$ cat src/hdl/roos_pkg.sv
`timescale 1ns / 1ps

package roos_pkg;

  localparam int PIX_W   = 8;
  localparam int COORD_W = 10;
  localparam int SUM_W   = 13;
  // Reciprocal width: one bit above the sum plus one spare
  localparam int RECIP_W = SUM_W + 2;
  // Signed width for window bounds (center +/- up to 256)
  localparam int SPAN_W  = COORD_W + 2;

  localparam int CFG_ADDR_W = 3;
  localparam int CFG_DATA_W = 32;

  localparam logic [SUM_W-1:0]   SUM_MAX    = '1;
  localparam logic [PIX_W-1:0]   OFFSET_MAX = '1;
  localparam logic [COORD_W-1:0] CENTER_RST = 10'd512;

  typedef enum logic [0:0] {
    REG_WINDOW_CENTER_X = 1'b0,
    REG_WINDOW_CENTER_Y = 1'b1
  } reg_idx_t;

  typedef struct packed {
    logic [PIX_W-1:0]   pixel_in;
    logic [COORD_W-1:0] column;
    logic [COORD_W-1:0] row;
  } in_item_t;

  typedef struct packed {
    logic [PIX_W-1:0] pixel_out;
    logic             in_window;
  } out_item_t;

endpackage

$ cat src/hdl/row_reference_offset_subtract.sv
`timescale 1ns / 1ps

// Channel  | Direction | Handshake            | Payload
// ---------+-----------+----------------------+-----------------------------------
// in       | input     | in_valid / in_stall  | in_data  (pixel_in, column, row)
// out      | output    | out_valid / out_stall| out_data (pixel_out, in_window)
// cfg      | input     | APB psel/penable     | window_center_x @0, window_center_y @4
//
// One pixel per clock sustained while out_stall stays low; a transfer passes
// through the input register and then the result register.
// Longest path: 13-bit saturating add, reciprocal multiply, clamped subtract.
// Synchronous active-low reset clears valids, strip sum and row offset, and
// sets both window centers to 512.
// A stalled result holds; the input register accepts when empty or draining.

module row_reference_offset_subtract #(
  parameter int REF_COLUMNS = 30,
  parameter int HALF_WINDOW = 20
) (
  input  logic                                clk,
  input  logic                                rst_n,

  input  logic                                in_valid,
  output logic                                in_stall,
  input  roos_pkg::in_item_t                  in_data,

  output logic                                out_valid,
  input  logic                                out_stall,
  output roos_pkg::out_item_t                 out_data,

  input  logic                                psel,
  input  logic                                penable,
  input  logic                                pwrite,
  input  logic [roos_pkg::CFG_ADDR_W-1:0]     paddr,
  input  logic [roos_pkg::CFG_DATA_W-1:0]     pwdata,
  output logic [roos_pkg::CFG_DATA_W-1:0]     prdata,
  output logic                                pready
);

  localparam int PIX_W   = roos_pkg::PIX_W;
  localparam int COORD_W = roos_pkg::COORD_W;
  localparam int SUM_W   = roos_pkg::SUM_W;
  localparam int RECIP_W = roos_pkg::RECIP_W;
  localparam int SPAN_W  = roos_pkg::SPAN_W;
  localparam int PROD_W  = SUM_W + RECIP_W;

  // floor(s / REF_COLUMNS) == (s * ceil(2^K / REF_COLUMNS)) >> K, exact for all
  // 13-bit s when K = 13 + ceil(log2(REF_COLUMNS)).
  localparam int RECIP_SHIFT = SUM_W + $clog2(REF_COLUMNS);
  localparam logic [RECIP_W-1:0] RECIP_C =
    RECIP_W'(((2 ** RECIP_SHIFT) + REF_COLUMNS - 1) / REF_COLUMNS);

  localparam logic [COORD_W-1:0] REF_COLS_C = COORD_W'(REF_COLUMNS);
  localparam logic [COORD_W-1:0] REF_LAST_C = COORD_W'(REF_COLUMNS - 1);
  localparam logic signed [SPAN_W-1:0] HALF_C = SPAN_W'(HALF_WINDOW);

  // ---------------------------------------------------------------------------
  // Configuration registers
  // ---------------------------------------------------------------------------
  logic [COORD_W-1:0] win_cx_r, win_cx_nxt;
  logic [COORD_W-1:0] win_cy_r, win_cy_nxt;
  logic               cfg_wr;
  roos_pkg::reg_idx_t cfg_idx;

  assign pready  = 1'b1;
  assign cfg_wr  = psel && penable && pwrite && pready;
  // Word addressing: paddr[2] picks the register
  assign cfg_idx = roos_pkg::reg_idx_t'(paddr[2]);

  always_comb begin
    win_cx_nxt = win_cx_r;
    win_cy_nxt = win_cy_r;
    if (cfg_wr) begin
      unique case (cfg_idx)
        roos_pkg::REG_WINDOW_CENTER_X: win_cx_nxt = pwdata[COORD_W-1:0];
        roos_pkg::REG_WINDOW_CENTER_Y: win_cy_nxt = pwdata[COORD_W-1:0];
        default: ;
      endcase
    end
  end

  always_comb begin
    unique case (cfg_idx)
      roos_pkg::REG_WINDOW_CENTER_X:
        prdata = {{(roos_pkg::CFG_DATA_W - COORD_W){1'b0}}, win_cx_r};
      roos_pkg::REG_WINDOW_CENTER_Y:
        prdata = {{(roos_pkg::CFG_DATA_W - COORD_W){1'b0}}, win_cy_r};
      default:
        prdata = '0;
    endcase
  end

  // ---------------------------------------------------------------------------
  // Handshake: input register feeds result register
  // ---------------------------------------------------------------------------
  roos_pkg::in_item_t  in_r;
  roos_pkg::out_item_t out_r, out_nxt;
  logic                in_vld_r, in_vld_nxt;
  logic                out_vld_r, out_vld_nxt;
  logic                in_xfer;
  logic                advance;

  // Move the held pixel on whenever the result slot is empty or draining
  assign advance  = in_vld_r && (!out_vld_r || !out_stall);
  assign in_stall = in_vld_r && !advance;
  assign in_xfer  = in_valid && !in_stall;

  always_comb begin
    in_vld_nxt = in_vld_r;
    if (in_xfer) begin
      in_vld_nxt = 1'b1;
    end else if (advance) begin
      in_vld_nxt = 1'b0;
    end
  end

  always_comb begin
    out_vld_nxt = out_vld_r;
    if (advance) begin
      out_vld_nxt = 1'b1;
    end else if (!out_stall) begin
      out_vld_nxt = 1'b0;
    end
  end

  // ---------------------------------------------------------------------------
  // Strip sum and row offset
  // ---------------------------------------------------------------------------
  logic [SUM_W-1:0]  reference_sum_r, reference_sum_nxt;
  logic [PIX_W-1:0]  row_offset_r, row_offset_nxt;
  logic [SUM_W:0]    sum_wide;
  logic [SUM_W-1:0]  sum_cur;
  logic [PROD_W-1:0] mean_prod;
  logic [SUM_W-1:0]  mean_q;
  logic [PIX_W-1:0]  mean_sat;
  logic [PIX_W-1:0]  offset_eff;
  logic              in_strip;
  logic              strip_last;

  assign in_strip   = in_r.column < REF_COLS_C;
  assign strip_last = in_r.column == REF_LAST_C;

  always_comb begin
    sum_wide = {1'b0, reference_sum_r} + {{(SUM_W + 1 - PIX_W){1'b0}}, in_r.pixel_in};
    if (in_r.column == '0) begin
      sum_cur = {{(SUM_W - PIX_W){1'b0}}, in_r.pixel_in};
    end else if (sum_wide[SUM_W]) begin
      sum_cur = roos_pkg::SUM_MAX;
    end else begin
      sum_cur = sum_wide[SUM_W-1:0];
    end
  end

  assign mean_prod = {{RECIP_W{1'b0}}, sum_cur} * {{SUM_W{1'b0}}, RECIP_C};
  assign mean_q    = SUM_W'(mean_prod >> RECIP_SHIFT);
  assign mean_sat  = (mean_q > {{(SUM_W - PIX_W){1'b0}}, roos_pkg::OFFSET_MAX})
                   ? roos_pkg::OFFSET_MAX : mean_q[PIX_W-1:0];

  // A window pixel on the last strip column already sees its own row's mean
  assign offset_eff = (in_strip && strip_last) ? mean_sat : row_offset_r;

  always_comb begin
    reference_sum_nxt = reference_sum_r;
    row_offset_nxt    = row_offset_r;
    if (advance && in_strip) begin
      reference_sum_nxt = sum_cur;
      if (strip_last) begin
        row_offset_nxt = mean_sat;
      end
    end
  end

  // ---------------------------------------------------------------------------
  // Window test and clamped subtract
  // ---------------------------------------------------------------------------
  logic signed [SPAN_W-1:0] x_lo, x_hi, y_lo, y_hi, col_s, row_s;
  logic                     win;

  always_comb begin
    x_lo  = $signed({2'b00, win_cx_r}) - HALF_C;
    x_hi  = $signed({2'b00, win_cx_r}) + HALF_C - SPAN_W'(1);
    y_lo  = $signed({2'b00, win_cy_r}) - HALF_C;
    y_hi  = $signed({2'b00, win_cy_r}) + HALF_C - SPAN_W'(1);
    col_s = $signed({2'b00, in_r.column});
    row_s = $signed({2'b00, in_r.row});
    win   = (col_s >= x_lo) && (col_s <= x_hi) && (row_s >= y_lo) && (row_s <= y_hi);
  end

  always_comb begin
    out_nxt = out_r;
    if (advance) begin
      out_nxt.in_window = win;
      if (!win) begin
        out_nxt.pixel_out = in_r.pixel_in;
      end else if (in_r.pixel_in < offset_eff) begin
        out_nxt.pixel_out = '0;
      end else begin
        out_nxt.pixel_out = in_r.pixel_in - offset_eff;
      end
    end
  end

  // ---------------------------------------------------------------------------
  // Registers
  // ---------------------------------------------------------------------------
  always_ff @(posedge clk) begin
    if (!rst_n) begin
      in_vld_r        <= 1'b0;
      out_vld_r       <= 1'b0;
      reference_sum_r <= '0;
      row_offset_r    <= '0;
      win_cx_r        <= roos_pkg::CENTER_RST;
      win_cy_r        <= roos_pkg::CENTER_RST;
    end else begin
      in_vld_r        <= in_vld_nxt;
      out_vld_r       <= out_vld_nxt;
      reference_sum_r <= reference_sum_nxt;
      row_offset_r    <= row_offset_nxt;
      win_cx_r        <= win_cx_nxt;
      win_cy_r        <= win_cy_nxt;
    end
  end

  // Payload: no reset
  always_ff @(posedge clk) begin
    if (in_xfer) begin
      in_r <= in_data;
    end
    out_r <= out_nxt;
  end

  assign out_valid = out_vld_r;
  assign out_data  = out_r;

  // ---------------------------------------------------------------------------
  // Assertions
  // ---------------------------------------------------------------------------
  a_no_stall_when_empty: assert property (@(posedge clk) disable iff (!rst_n)
    !in_vld_r |-> !in_stall)
    else $error("input stalled with empty input register");

  a_offset_only_on_strip_end: assert property (@(posedge clk) disable iff (!rst_n)
    !(advance && in_strip && strip_last) |=> $stable(row_offset_r))
    else $error("row offset changed outside the last strip column");

  a_never_brightens: assert property (@(posedge clk) disable iff (!rst_n)
    advance |=> (out_r.pixel_out <= $past(in_r.pixel_in)))
    else $error("corrected pixel exceeds raw pixel");

  a_outside_passes: assert property (@(posedge clk) disable iff (!rst_n)
    (advance && !win) |=> (out_r.pixel_out == $past(in_r.pixel_in)) && !out_r.in_window)
    else $error("pixel outside window was altered");

endmodule
$ cat config.mk
export PLATFORM = sky130hd
export DESIGN_NAME = row_reference_offset_subtract
export DESIGN_NICKNAME = d
export VERILOG_FILES = /design/src/hdl/roos_pkg.sv /design/src/hdl/row_reference_offset_subtract.sv
export SDC_FILE = /design/constraint.sdc
export NUM_CORES = 1
export LEC_CHECK = 0
export BUFFER_PORTS_ARGS = -buffer_cell sky130_fd_sc_hd__buf_2
export CAP_MARGIN = 20
export CORE_MARGIN = 2
export CORE_UTILIZATION = 45
export DETAILED_ROUTE_END_ITERATION = 10
export PLACE_DENSITY = 0.64
export SKIP_LAST_GASP = 1
export SLEW_MARGIN = 40
export SYNTH_ARGS = -nofsm -noshare
export SYNTH_HDL_FRONTEND = slang
export SYNTH_SLANG_ARGS = --single-unit
$ cat constraint.sdc
create_clock -name clk -period 19.4 [get_ports clk]
set_input_delay 2.91 -clock clk [delete_from_list [all_inputs] [get_ports clk]]
set_output_delay 2.91 -clock clk [all_outputs]
set_load 0.02 [all_outputs]
==> run summary <==
adder-cell share of the synthesized area: 0.2775
asr flop ratio synth: 0
clock latency on the worst-skew pair: 350 ps
number of global-route vias before repair: 5605
Final Cell Area: 0.008348 sq mm
Clk pwr share: 0.358
post-route clock period utilization: 0.4731
Yosys cell types: 69
post-synthesis compound-gate area fraction: 0.1518
Max Cap Viol: 0
main combinational cell family by area after synthesis: adder cells
DRC: 0
crit-path max cell delay: 530 ps
CTS H-Tree Depth: 3
Final Routed Wirelength: 17070 um
Setup crit start kind: register
Synth Area in Simple Gates: 0.1409
Syn Std Cell Area: 0.007601 sq mm
Slew Viols, Final: 0
DP Worst Slack: 10270 ps
setup violators final: 0
CTS tree: built
status: complete, no violations
Reg power frac: 0.411
placed inst area: 0.008053 sq mm
Max FO, Critical Path: 10
switching pwr: 144.0 uW
GRT Util Overall: 0.1980
Sw Ratio: 0.3118
RSZ-0062 raised after global routing: no
WL per Instance: 15.20 um
f_max: 0.1090 GHz
commonest non-fill, non-tap cell in the layout: ha_1
Initial DRT Pass Iterations: 5
Post-Syn Area per Cell: 9.017 sq um
Num Clock Sinks: 80
mux cell area share after synthesis: 0.03259
Final HPWL DP: 13690 um
IR drop worst, VDD: 0.00003813 V
FF+latch count, synth: 80
Worst Path Required: 19500 ps
CTS root buf: clkbuf_16
clock tree buffer depth: 2
via/cell ratio: 5.273
Overflow after GRT: 0
Ys Warns: 0
Crit path arrival time: 9280 ps
largest net degree at the start of global routing: 37
Cell Pwr Density: 55.33 mW/mm^2
total negative slack: 0 ps
most frequent cells in the layout: ha_1 (135), inv_1 (89), nand2_1 (70), buf_2 (66), nor2_1 (63)
initial antenna violation count: 0
xor/xnor cell area share of the yosys netlist: 0.05646
via count: 5922
Most Frequent Cell on Critical Path: fa_1
Seq. cell area: 0.001972 sq mm
Crit Path Class: register to register
Seq/Total Area, Yosys: 0.2594
HP Class: register to register
post-route ant nets: 0
GP Congestion: 0.8370
CTS Buf Count: 9
# resized after CTS: 0
Worst Skew: 11.22 ps
Antenna Cells: 0
# port buffers: 66
final hold viol count: 0
Hold-fix buffers, CTS: 0
first-pass GRT wire length: 28170 um
setup bufs post-CTS: 0
height of the die: 134.0 um
Starting Density: 0.4600
leakage: 3.903 nW
P&R area growth vs syn: 9.827%
Crit-path slowest cell: fa_1
Nets: 1124
Relative slew margins: 0.4723
core area: 0.01652 sq mm
top_reg_cell synth: dfxtp_1
Clock transition at path regs: 60 ps
CP endpoint kind: register
I/O pin count: 114
DIE WIDTH: 134.0 um
Worst Tran Pin Value: 787.3 ps
layout cells sized above 1: 0.1318
filler cell count in the final layout: 1595
Setup WS post-layout: 10220 ps
# rows: 47
Internal Dissipation: 317.9 uW
min cycle time layout: 9178 ps
combinational share of power: 0.231
Iter 0 DRT Violations: 366
area of the multi-input gates: 0.005112 sq mm
number of flops mapped to enable cells by yosys: 37
Post-Synthesis Cells: 843
die area: 0.01795 sq mm
[worst paths after layout]
kind	startpoint	cells past startpoint	end	slack, ps
hold / removal	win_cx_r[1]	2	win_cx_r[1]	470
setup / recovery	in_r[20]	37	out_data[4]	10220
hold reg to reg	win_cx_r[1]	2	win_cx_r[1]	470
setup reg to reg	in_r[20]	37	out_data[4]	10220
[routing by layer]
| metal | vias to the layer above | track usage | share of wire |
|---|---|---|---|
| met4 | 0 | 0.04610 | 0.011 |
| li1 | 3038 | - | - |
| met5 | - | 0 | 0 |
| met2 | 103 | 0.3265 | 0.47 |
| met1 | 2770 | 0.2749 | 0.48 |
| met3 | 11 | 0.02872 | 0.036 |
[area by class of cell]
type                       count  share of cell area
tap                          220             0.03297
clock buffer                  10             0.02863
inverter                      90             0.04062
clock inverter                 6            0.005995
multi-input combinational    647              0.6124
sequential                    80              0.2362
timing repair buffer          70             0.04317
[worst max-delay path, delay by kind of cell (launching register included)]
| family | cells | cell delay, ps |
|---|---|---|
| buffers and inverters | 4 | 220 |
| AOI/OAI and AO/OA | 14 | 3490 |
| adders and majority gates | 9 | 3410 |
| and+or+nand+nor | 8 | 920 |
| xor gates and xnor gates | 1 | 150 |
| muxes | 1 | 260 |
| DFF | 1 | 480 |
[Yosys cell counts (all sizes together), types with 5 or more instances]
master,count,share of area
nand3,23,0.015
xnor2,29,0.033
ha,135,0.22
o31a,5,0.0058
xor2,20,0.023
nor2,63,0.031
clkbuf,18,0.0089
o21ai,30,0.020
o21a,9,0.0089
a211oi,8,0.0079
a21oi,57,0.038
nand2b,11,0.0091
edfxtp,37,0.15
nand2,70,0.035
and3,9,0.0074
nor2b,6,0.0049
nor3,13,0.0092
nand4,6,0.0049
mux2i,9,0.012
inv,89,0.044
fa,21,0.055
mux2,14,0.021
a21o,13,0.013
nor4,5,0.0081
buf,29,0.027
dfxtp,43,0.11
o22ai,8,0.0066
a31oi,6,0.0049
[sequential cells by signal, summed over array words and instances, names as in the netlist, 8 cells and up]
name and count:
win_cx_r 10, win_cy_r 10, col_s 10, row_offset_r 8, out_data 9, reference_sum_r 13
in_r 18
[power groups by stage]
stage	Sequential, mW	Clock, mW	Combinational, mW
final	0.190	0.165	0.107
after CTS	0.190	0.169	0.108
after detailed placement	0.194	0	0.107
after floorplan	0.192	0	0.0807
after global routing	0.191	0.175	0.123
after global placement	0.194	0	0.106
[through the flow]
| stage | hold WS (ps) | total power, mW | util | std cells |
|---|---|---|---|---|
| floorplan | 445.8 | 0.2728 | - | 864 |
| global placement | 461.1 | 0.2993 | 0.4869 | 1107 |
| detailed placement | 462.7 | 0.3003 | 0.4873 | 1107 |
| CTS | 470.3 | 0.4665 | 0.5048 | 1123 |
| global route | 506.1 | 0.4895 | 0.5052 | 1123 |
| finish | 470.4 | 0.4619 | 0.5052 | 1123 |
[kinds of logic after synthesis]
family | count (synthesis)
AND/OR/NAND/NOR | 223
AO/OA/AOI/OAI | 173
adder cells (fa/ha/maj) | 156
buffers and inverters | 137
flip-flops | 80
XOR/XNOR | 49
multiplexers | 23
other | 2
Note: power is estimated with default switching activity, not from simulation.
